**src/hjog_pkg.sv**
```systemverilog
// ----------------------------------------------------------------------------
// hjog_pkg
// Shared widths, register indexes, controller/datapath command and status
// types, and the divide-by-three helper of the Halton jitter generator.
// ----------------------------------------------------------------------------
package hjog_pkg;

  // Field and register widths.
  localparam int unsigned FRAME_W = 64;
  localparam int unsigned PC_W    = 11;
  localparam int unsigned SCALE_W = 16;
  localparam int unsigned CFG_W   = 16;
  localparam int unsigned OUT_W   = 24;
  localparam int unsigned FRAC_W  = 24;

  // n = phase + 1 never exceeds 2048, so twelve bits hold it. The base-3
  // reversed value stays below 3^7 = 2187, and its denominator is at most 3^7.
  localparam int unsigned N_W = 12;

  // Signed product of a 24-bit centered fraction and a 17-bit scale.
  localparam int unsigned MUL_W = FRAC_W + SCALE_W + 1;

  // Step counter covers the longest loop, the 64-step modulo.
  localparam int unsigned CNT_W = 6;
  localparam logic [CNT_W-1:0] DIV_LAST  = CNT_W'(FRAME_W - 1);
  localparam logic [CNT_W-1:0] FRAC_LAST = CNT_W'(FRAC_W - 1);

  // Configuration register indexes.
  typedef logic [0:0] cfg_index_t;
  localparam cfg_index_t REG_PHASE_COUNT  = 1'b0;
  localparam cfg_index_t REG_JITTER_SCALE = 1'b1;

  // Commands from the controller to the datapath.
  typedef struct packed {
    logic load;
    logic div_step;
    logic dig_init;
    logic dig_step;
    logic frac_init;
    logic frac_step;
    logic mul_x;
    logic mul_y;
    logic out_load;
  } cmd_t;

  // Status from the datapath to the controller.
  typedef struct packed {
    logic dig_zero;
    logic out_free;
  } status_t;

  // Quotient of a 12-bit value by three, by reciprocal multiplication.
  // 2731 / 8192 exceeds 1/3 by exactly 1/24576, which never carries the
  // product across an integer for values below 4096.
  function automatic logic [N_W-2:0] div3(input logic [N_W-1:0] v);
    logic [2*N_W-1:0] prod;
    prod = (2*N_W)'(v) * (2*N_W)'(2731);
    return prod[2*N_W-1:13];
  endfunction

endpackage

```
**src/hjog_ctrl.sv**
```systemverilog
// ----------------------------------------------------------------------------
// hjog_ctrl
// Sequencer of the jitter generator: steps the datapath through the modulo,
// the base-3 digit loop, the fraction division and the two scalings.
// ----------------------------------------------------------------------------
module hjog_ctrl (
  input  logic              clk,
  input  logic              rst,
  input  logic              in_valid,
  output logic              in_stall,
  input  hjog_pkg::status_t status,
  output hjog_pkg::cmd_t    cmd
);

  typedef enum logic [3:0] {
    ST_IDLE,
    ST_DIV,
    ST_DIG_INIT,
    ST_DIG,
    ST_FRAC_INIT,
    ST_FRAC,
    ST_MUL_X,
    ST_MUL_Y,
    ST_DONE
  } state_t;

  state_t                     state;
  state_t                     state_next;
  logic [hjog_pkg::CNT_W-1:0] cnt;
  logic [hjog_pkg::CNT_W-1:0] cnt_next;

  // Input is taken only between transactions.
  assign in_stall = (state != ST_IDLE);

  // Next state, step count and datapath commands.
  always_comb begin
    state_next = state;
    cnt_next   = cnt;
    cmd        = '0;
    unique case (state)
      ST_IDLE: begin
        cnt_next = '0;
        if (in_valid) begin
          cmd.load   = 1'b1;
          state_next = ST_DIV;
        end
      end
      ST_DIV: begin
        cmd.div_step = 1'b1;
        cnt_next     = cnt + 1'b1;
        if (cnt == hjog_pkg::DIV_LAST) begin
          state_next = ST_DIG_INIT;
        end
      end
      ST_DIG_INIT: begin
        cmd.dig_init = 1'b1;
        state_next   = ST_DIG;
      end
      ST_DIG: begin
        if (status.dig_zero) begin
          state_next = ST_FRAC_INIT;
        end else begin
          cmd.dig_step = 1'b1;
        end
      end
      ST_FRAC_INIT: begin
        cmd.frac_init = 1'b1;
        cnt_next      = '0;
        state_next    = ST_FRAC;
      end
      ST_FRAC: begin
        cmd.frac_step = 1'b1;
        cnt_next      = cnt + 1'b1;
        if (cnt == hjog_pkg::FRAC_LAST) begin
          state_next = ST_MUL_X;
        end
      end
      ST_MUL_X: begin
        cmd.mul_x  = 1'b1;
        state_next = ST_MUL_Y;
      end
      ST_MUL_Y: begin
        cmd.mul_y  = 1'b1;
        state_next = ST_DONE;
      end
      ST_DONE: begin
        if (status.out_free) begin
          cmd.out_load = 1'b1;
          state_next   = ST_IDLE;
        end
      end
      default: begin
        state_next = ST_IDLE;
      end
    endcase
  end

  // State and step counter.
  always_ff @(posedge clk) begin
    if (rst) begin
      state <= ST_IDLE;
      cnt   <= '0;
    end else begin
      state <= state_next;
      cnt   <= cnt_next;
    end
  end

endmodule

```
**src/hjog_dpath.sv**
```systemverilog
// ----------------------------------------------------------------------------
// hjog_dpath
// Datapath of the jitter generator: bit-serial modulo, base-3 digit
// reversal, restoring fraction division, shared scaling multiplier and the
// result register.
// ----------------------------------------------------------------------------
module hjog_dpath #(
  parameter int unsigned MAX_PHASE = 1024
) (
  input  logic                                clk,
  input  logic                                rst,
  input  hjog_pkg::cmd_t                      cmd,
  output hjog_pkg::status_t                   status,
  input  logic [hjog_pkg::FRAME_W-1:0]        frame_number,
  input  logic [hjog_pkg::PC_W-1:0]           phase_count,
  input  logic [hjog_pkg::SCALE_W-1:0]        jitter_scale,
  output logic                                out_valid,
  input  logic                                out_stall,
  output logic signed [hjog_pkg::OUT_W-1:0]   offset_x,
  output logic signed [hjog_pkg::OUT_W-1:0]   offset_y
);

  localparam int unsigned PC_MAX = (1 << hjog_pkg::PC_W) - 1;
  localparam int unsigned CAP    = (MAX_PHASE < PC_MAX) ? MAX_PHASE : PC_MAX;
  localparam logic [hjog_pkg::PC_W-1:0] CAP_V = hjog_pkg::PC_W'(CAP);

  localparam int unsigned NW = hjog_pkg::N_W;
  localparam int unsigned FW = hjog_pkg::FRAC_W;

  // Working registers.
  logic [hjog_pkg::FRAME_W-1:0]       frame_sh;
  logic [hjog_pkg::PC_W-1:0]          rem;
  logic [NW-1:0]                      n_reg;
  logic [NW-1:0]                      dn;
  logic [NW-1:0]                      rev;
  logic [NW-1:0]                      den;
  logic [NW-1:0]                      frem;
  logic [FW-1:0]                      h3;
  logic signed [hjog_pkg::OUT_W-1:0]  x_res;
  logic signed [hjog_pkg::OUT_W-1:0]  y_res;

  // Combinational terms.
  logic [hjog_pkg::PC_W-1:0]          count;
  logic [NW-1:0]                      div_trial;
  logic                               div_ge;
  logic [NW-1:0]                      n_first;
  logic [NW-2:0]                      q3;
  logic [NW-1:0]                      q3x;
  logic [1:0]                         digit;
  logic [NW:0]                        rev3;
  logic [NW:0]                        den3;
  logic [NW:0]                        frac_trial;
  logic                               frac_ge;
  logic [FW-1:0]                      h2;
  logic [FW-1:0]                      h_sel;
  logic signed [FW-1:0]               centered;
  logic signed [hjog_pkg::SCALE_W:0]  scale_s;
  logic signed [hjog_pkg::MUL_W-1:0]  prod;

  // Effective phase count: zero acts as one, large values saturate.
  always_comb begin
    if (phase_count == '0) begin
      count = hjog_pkg::PC_W'(1);
    end else if (phase_count > CAP_V) begin
      count = CAP_V;
    end else begin
      count = phase_count;
    end
  end

  // One restoring step of frame_number modulo count.
  assign div_trial = {rem, frame_sh[hjog_pkg::FRAME_W-1]};
  assign div_ge    = (div_trial >= {1'b0, count});

  assign n_first = {1'b0, rem} + NW'(1);

  // Lowest base-3 digit of the remaining value.
  assign q3    = hjog_pkg::div3(dn);
  assign q3x   = NW'({q3, 1'b0}) + NW'(q3);
  assign digit = 2'(dn - q3x);
  assign rev3  = {rev, 1'b0} + (NW+1)'(rev) + (NW+1)'(digit);
  assign den3  = {den, 1'b0} + (NW+1)'(den);

  // One bit of rev / den as a binary fraction.
  assign frac_trial = {frem, 1'b0};
  assign frac_ge    = (frac_trial >= {1'b0, den});

  // Base-2 radical inverse: the bits of n mirrored about the binary point.
  always_comb begin
    h2 = '0;
    for (int i = 0; i < NW; i++) begin
      h2[FW-1-i] = n_reg[i];
    end
  end

  // Shared scaling: subtracting one half flips the top bit of the fraction,
  // and dropping 16 product bits of a signed value floors it.
  assign h_sel    = cmd.mul_y ? h3 : h2;
  assign centered = $signed({~h_sel[FW-1], h_sel[FW-2:0]});
  assign scale_s  = $signed({1'b0, jitter_scale});
  assign prod     = hjog_pkg::MUL_W'(centered) * hjog_pkg::MUL_W'(scale_s);

  // Arithmetic registers.
  always_ff @(posedge clk) begin
    if (cmd.load) begin
      frame_sh <= frame_number;
      rem      <= '0;
    end else if (cmd.div_step) begin
      frame_sh <= {frame_sh[hjog_pkg::FRAME_W-2:0], 1'b0};
      rem      <= div_ge ? hjog_pkg::PC_W'(div_trial - {1'b0, count})
                         : div_trial[hjog_pkg::PC_W-1:0];
    end

    if (cmd.dig_init) begin
      n_reg <= n_first;
      dn    <= n_first;
      rev   <= '0;
      den   <= NW'(1);
    end else if (cmd.dig_step) begin
      dn  <= {1'b0, q3};
      rev <= rev3[NW-1:0];
      den <= den3[NW-1:0];
    end

    if (cmd.frac_init) begin
      frem <= rev;
      h3   <= '0;
    end else if (cmd.frac_step) begin
      frem <= frac_ge ? NW'(frac_trial - {1'b0, den}) : frac_trial[NW-1:0];
      h3   <= {h3[FW-2:0], frac_ge};
    end

    if (cmd.mul_x) begin
      x_res <= prod[hjog_pkg::OUT_W+15:16];
    end
    if (cmd.mul_y) begin
      y_res <= prod[hjog_pkg::OUT_W+15:16];
    end

    if (cmd.out_load) begin
      offset_x <= x_res;
      offset_y <= y_res;
    end
  end

  // Result register occupancy.
  always_ff @(posedge clk) begin
    if (rst) begin
      out_valid <= 1'b0;
    end else if (cmd.out_load) begin
      out_valid <= 1'b1;
    end else if (!out_stall) begin
      out_valid <= 1'b0;
    end
  end

  assign status.dig_zero = (dn == '0);
  assign status.out_free = !out_valid || !out_stall;

endmodule

```
**src/halton_jitter_offset_generator_core.sv**
```systemverilog
// ----------------------------------------------------------------------------
// halton_jitter_offset_generator_core
// Sub-pixel jitter offsets from the base-2 and base-3 Halton sequences.
// ----------------------------------------------------------------------------
// Each transaction carries a frame number; the block reduces it modulo the
// phase count, forms n = phase + 1 and returns the base-2 and base-3 radical
// inverses of n, centered around zero and scaled by jitter_scale, as signed
// Q4.20 offsets. One transaction is worked on at a time, from acceptance to
// the result register: the bit-serial modulo, base-3 digit reversal (digit
// by digit, then a final zero check), the fraction division, the x and y
// scalings on the shared multiplier, and setup and handoff. The input
// reopens right after the handoff; a previous result still waiting
// downstream delays the handoff. The result register lets the next frame
// number be taken while a result still waits downstream.
// Configuration writes are registered and should be made while idle.
module halton_jitter_offset_generator_core #(
  parameter int unsigned MAX_PHASE = 1024
) (
  input  logic                               clk,
  input  logic                               rst,
  input  logic                               cfg_we,
  input  hjog_pkg::cfg_index_t               cfg_index,
  input  logic [hjog_pkg::CFG_W-1:0]         cfg_data,
  input  logic                               in_valid,
  output logic                               in_stall,
  input  logic [hjog_pkg::FRAME_W-1:0]       frame_number,
  output logic                               out_valid,
  input  logic                               out_stall,
  output logic signed [hjog_pkg::OUT_W-1:0]  offset_x,
  output logic signed [hjog_pkg::OUT_W-1:0]  offset_y
);

  logic [hjog_pkg::PC_W-1:0]    phase_count;
  logic [hjog_pkg::SCALE_W-1:0] jitter_scale;
  hjog_pkg::cmd_t               cmd;
  hjog_pkg::status_t            status;

  // Configuration registers.
  always_ff @(posedge clk) begin
    if (rst) begin
      phase_count  <= hjog_pkg::PC_W'(8);
      jitter_scale <= hjog_pkg::SCALE_W'(4096);
    end else if (cfg_we) begin
      unique case (cfg_index)
        hjog_pkg::REG_PHASE_COUNT: begin
          phase_count <= cfg_data[hjog_pkg::PC_W-1:0];
        end
        hjog_pkg::REG_JITTER_SCALE: begin
          jitter_scale <= cfg_data[hjog_pkg::SCALE_W-1:0];
        end
        default: begin
        end
      endcase
    end
  end

  hjog_ctrl u_ctrl (
    .clk      (clk),
    .rst      (rst),
    .in_valid (in_valid),
    .in_stall (in_stall),
    .status   (status),
    .cmd      (cmd)
  );

  hjog_dpath #(
    .MAX_PHASE (MAX_PHASE)
  ) u_dpath (
    .clk          (clk),
    .rst          (rst),
    .cmd          (cmd),
    .status       (status),
    .frame_number (frame_number),
    .phase_count  (phase_count),
    .jitter_scale (jitter_scale),
    .out_valid    (out_valid),
    .out_stall    (out_stall),
    .offset_x     (offset_x),
    .offset_y     (offset_y)
  );

endmodule

```
**config.mk**
```make
export PLATFORM = sky130hd
export DESIGN_NAME = halton_jitter_offset_generator_core
export DESIGN_NICKNAME = d
export VERILOG_FILES = /design/src/hjog_pkg.sv /design/src/hjog_ctrl.sv /design/src/hjog_dpath.sv /design/src/halton_jitter_offset_generator_core.sv
export SDC_FILE = /design/constraint.sdc
export NUM_CORES = 2
export LEC_CHECK = 0
export ABC_AREA = 1
export BUFFER_PORTS_ARGS = -buffer_cell sky130_fd_sc_hd__buf_2
export CORE_MARGIN = 2
export CORE_UTILIZATION = 25
export DETAILED_ROUTE_END_ITERATION = 10
export PLACE_DENSITY = 0.39
export SLEW_MARGIN = 15
export SYNTH_ARGS = -nofsm -noshare
export SYNTH_HDL_FRONTEND = slang
export SYNTH_SLANG_ARGS = --single-unit
```
**constraint.sdc**
```tcl
create_clock -name clk -period 18.2 [get_ports clk]
set_clock_uncertainty 0.1 [all_clocks]
set_input_delay 0.91 -clock clk [delete_from_list [all_inputs] [get_ports clk]]
set_output_delay 0.91 -clock clk [all_outputs]
set_load 0.01 [all_outputs]
```
==> flow_summary.yaml <==
run_status:
  status: "completed"
synthesis:
  synth.avg_cell_area_sq_um: 8.603
  ys_types: 47
  async_flop_share_pct: 0
  yosys-top-cells-count: "nand2_1 (831), inv_1 (721), fa_1 (413)"
  synth_seq_cells: 292
  synthCells: 3494
  synth.area.top_cells: "fa_1 (28%), edfxtp_1 (20%), nand2_1 (10%)"
  ys.flop_type: "edfxtp_1"
  synthesis.area_sq_um: 30060
  seq_area_frac_synth_pct: 25.98
  synth.most_common_cell: "nand2_1"
  synth-edff-count: 196
  synth_top_area_share_pct: 27.51
  yosysWarnings: 0
  syn_nets: 4231
  yosysTopAreaCell: "fa_1"
clock_tree:
  path_clk_slew_ns: 0.06
  cts_sinks: 292
  clk_latency_ns: 0.59
  hold_buffers: 0
  post_cts_buffers: 0
  clock_path_buffers: 3
  cts-root-buf: "clkbuf_16"
  cts_tree: "yes"
  numCtsBuffers: 37
  htree_num_levels: 2
  post_cts_resized: 0
die:
  fp.dieH_um: 350.7
  die_x_um: 350.7
  die-area_sq_um: 123000
  ioPinCount: 136
  rows: 127
  start_util_pct: 25.12
  core_sq_um: 119700
grt:
  busiest_layer: "met2"
  grt_pass1_vias: 23980
  overflow: 0
  grt_util_met1_pct: 20.76
  grt_pass1_wl_um: 141700
  grt_start_max_net_pins: 65
  grt_use_total_pct: 15.04
  use_met3_pct: 1.708
  gr-usage-met2_pct: 25.63
  antenna_found_initial: 2
place:
  dp_hpwl_um: 73010
  gp_congestion: 0.8428
  port_buffers: 135
  pre_cts_slack_ns: 10.15
  dpl-instance-area_sq_um: 32520
sta:
  slew_headroom_pct: 20.13
  setup_tns_ns: 0
  setup_viol: 0
  rsz0062_at_grt: "false"
  min_period_over_period_pct: 44.33
  setup_slack_ns: 10.13
  maxClockFrequency_mhz: 124.0
  period_minus_slack_ns: 8.067
  hold_viol_final: 0
  tightestPinTransition_ns: 1.196
  slew_viol_final: 0
detailed_routing:
  vias: 22330
  routed_wl_um: 89730
  first_iter_violations: 1137
  drcViolationCount: 0
  drtAntennaViolNets: 0
  drt-wirelength-per-cell_um: 17.12
  drtPass1Iterations: 5
  via_per_inst: 4.260
worst_hold_path:
  hold_class: "flop to flop"
  min_from: "u_dpath.x_res[9]$_DFFE_PP_"
final_layout:
  top_register: "u_dpath.frame_sh"
  layout-area-overhead-vs-synth_pct: 12.37
  largest_reg_flops: 64
  layout.nets: 4337
  antenna_cells: 0
  drive_gt1_share_pct: 7.661
  stdcell_area_sq_um: 33780
setup_path:
  worst_setup_path_start_kind: "flop"
  slowest_delay_ns: 0.66
  cp_slowest_cell: "nor2_2"
  rrSetupSlack_ns: 10.13
  path_common_cell: "nor2_1"
  r2r_start: "u_ctrl.state[2]$_SDFFE_PP0P_"
  cp_max_fo: 33
  worst_ep_arrival_time_ns: 8.27
  cp-startpoint: "u_ctrl.state[2]$_SDFFE_PP0P_"
  critPathCaptureType: "flop"
  cp_data_required_time_ns: 18.40
  critical_path_class: "flop to flop"
run:
  max-cap-violations: 0
-- path summary, 6_finish.rpt --
kind                                        end  cells past startpoint
setup / recovery    u_dpath.x_res[16]$_DFFE_PP_                     30
hold / removal    u_dpath.offset_x[9]$_DFFE_PP_                      0
setup reg to reg    u_dpath.x_res[16]$_DFFE_PP_                     30
hold reg to reg   u_dpath.offset_x[9]$_DFFE_PP_                      0
-- metrics by stage --
stage	utilization [%]	hold WS (ns)	cells
finish	28.23	0.2931	5241
global route	28.23	0.3212	5241
CTS	28.23	0.2925	5241
detailed placement	27.18	0.3045	5173
global placement	27.18	0.3048	5173
floorplan	-	0.3003	3494
-- critical path, delay by kind of cell (launching register included) --
family	cells	cell delay, ns
AO/OA/AOI/OAI	1	0.26
buffers and inverters	9	1.59
flip-flops	1	0.34
adder cells (fa/ha/maj)	7	3.18
AND/OR/NAND/NOR	13	2.28
-- layout by cell type (no fill, tap or decap), types with 28 or more instances in the layout --
master	count
clkbuf_16	38
edfxtp_1	196
nand2_1	830
o22ai_1	32
xor2_1	45
buf_2	135
ha_1	238
nand3_1	89
inv_1	720
dfxtp_1	96
a21oi_1	130
fa_1	413
nor3_1	28
nor2_1	301
o21ai_0	115
-- kinds of logic (layout without fill, tap and decap cells) --
family	Yosys count	after routing	synth area share [%]
DFF	292	292	25.98
and+or+nand+nor	1312	1312	17.72
adders and majority gates	651	651	37.41
buffers and inverters	836	971	10.70
AOI/OAI and AO/OA	339	339	6.323
xor gates and xnor gates	64	64	1.865
-- layout make-up --
type | instances | area, sq um
sequential | 292 | 7807
multi-input combinational | 2366 | 19070
inverter | 748 | 2808
timing repair buffer | 155 | 825.8
clock inverter | 21 | 264.0
clock buffer | 47 | 984.7
fill | 12950 | 85880
tap | 1612 | 2017
-- layer usage --
metal,up-vias,wire length [um]
li1,10960,-
met1,10960,43210
met2,347,42390
met3,64,3000
met4,0,1129
met5,-,0
Power is not shown: default switching activity piles up to over one toggle a cycle in this logic, so the estimate is an artifact.
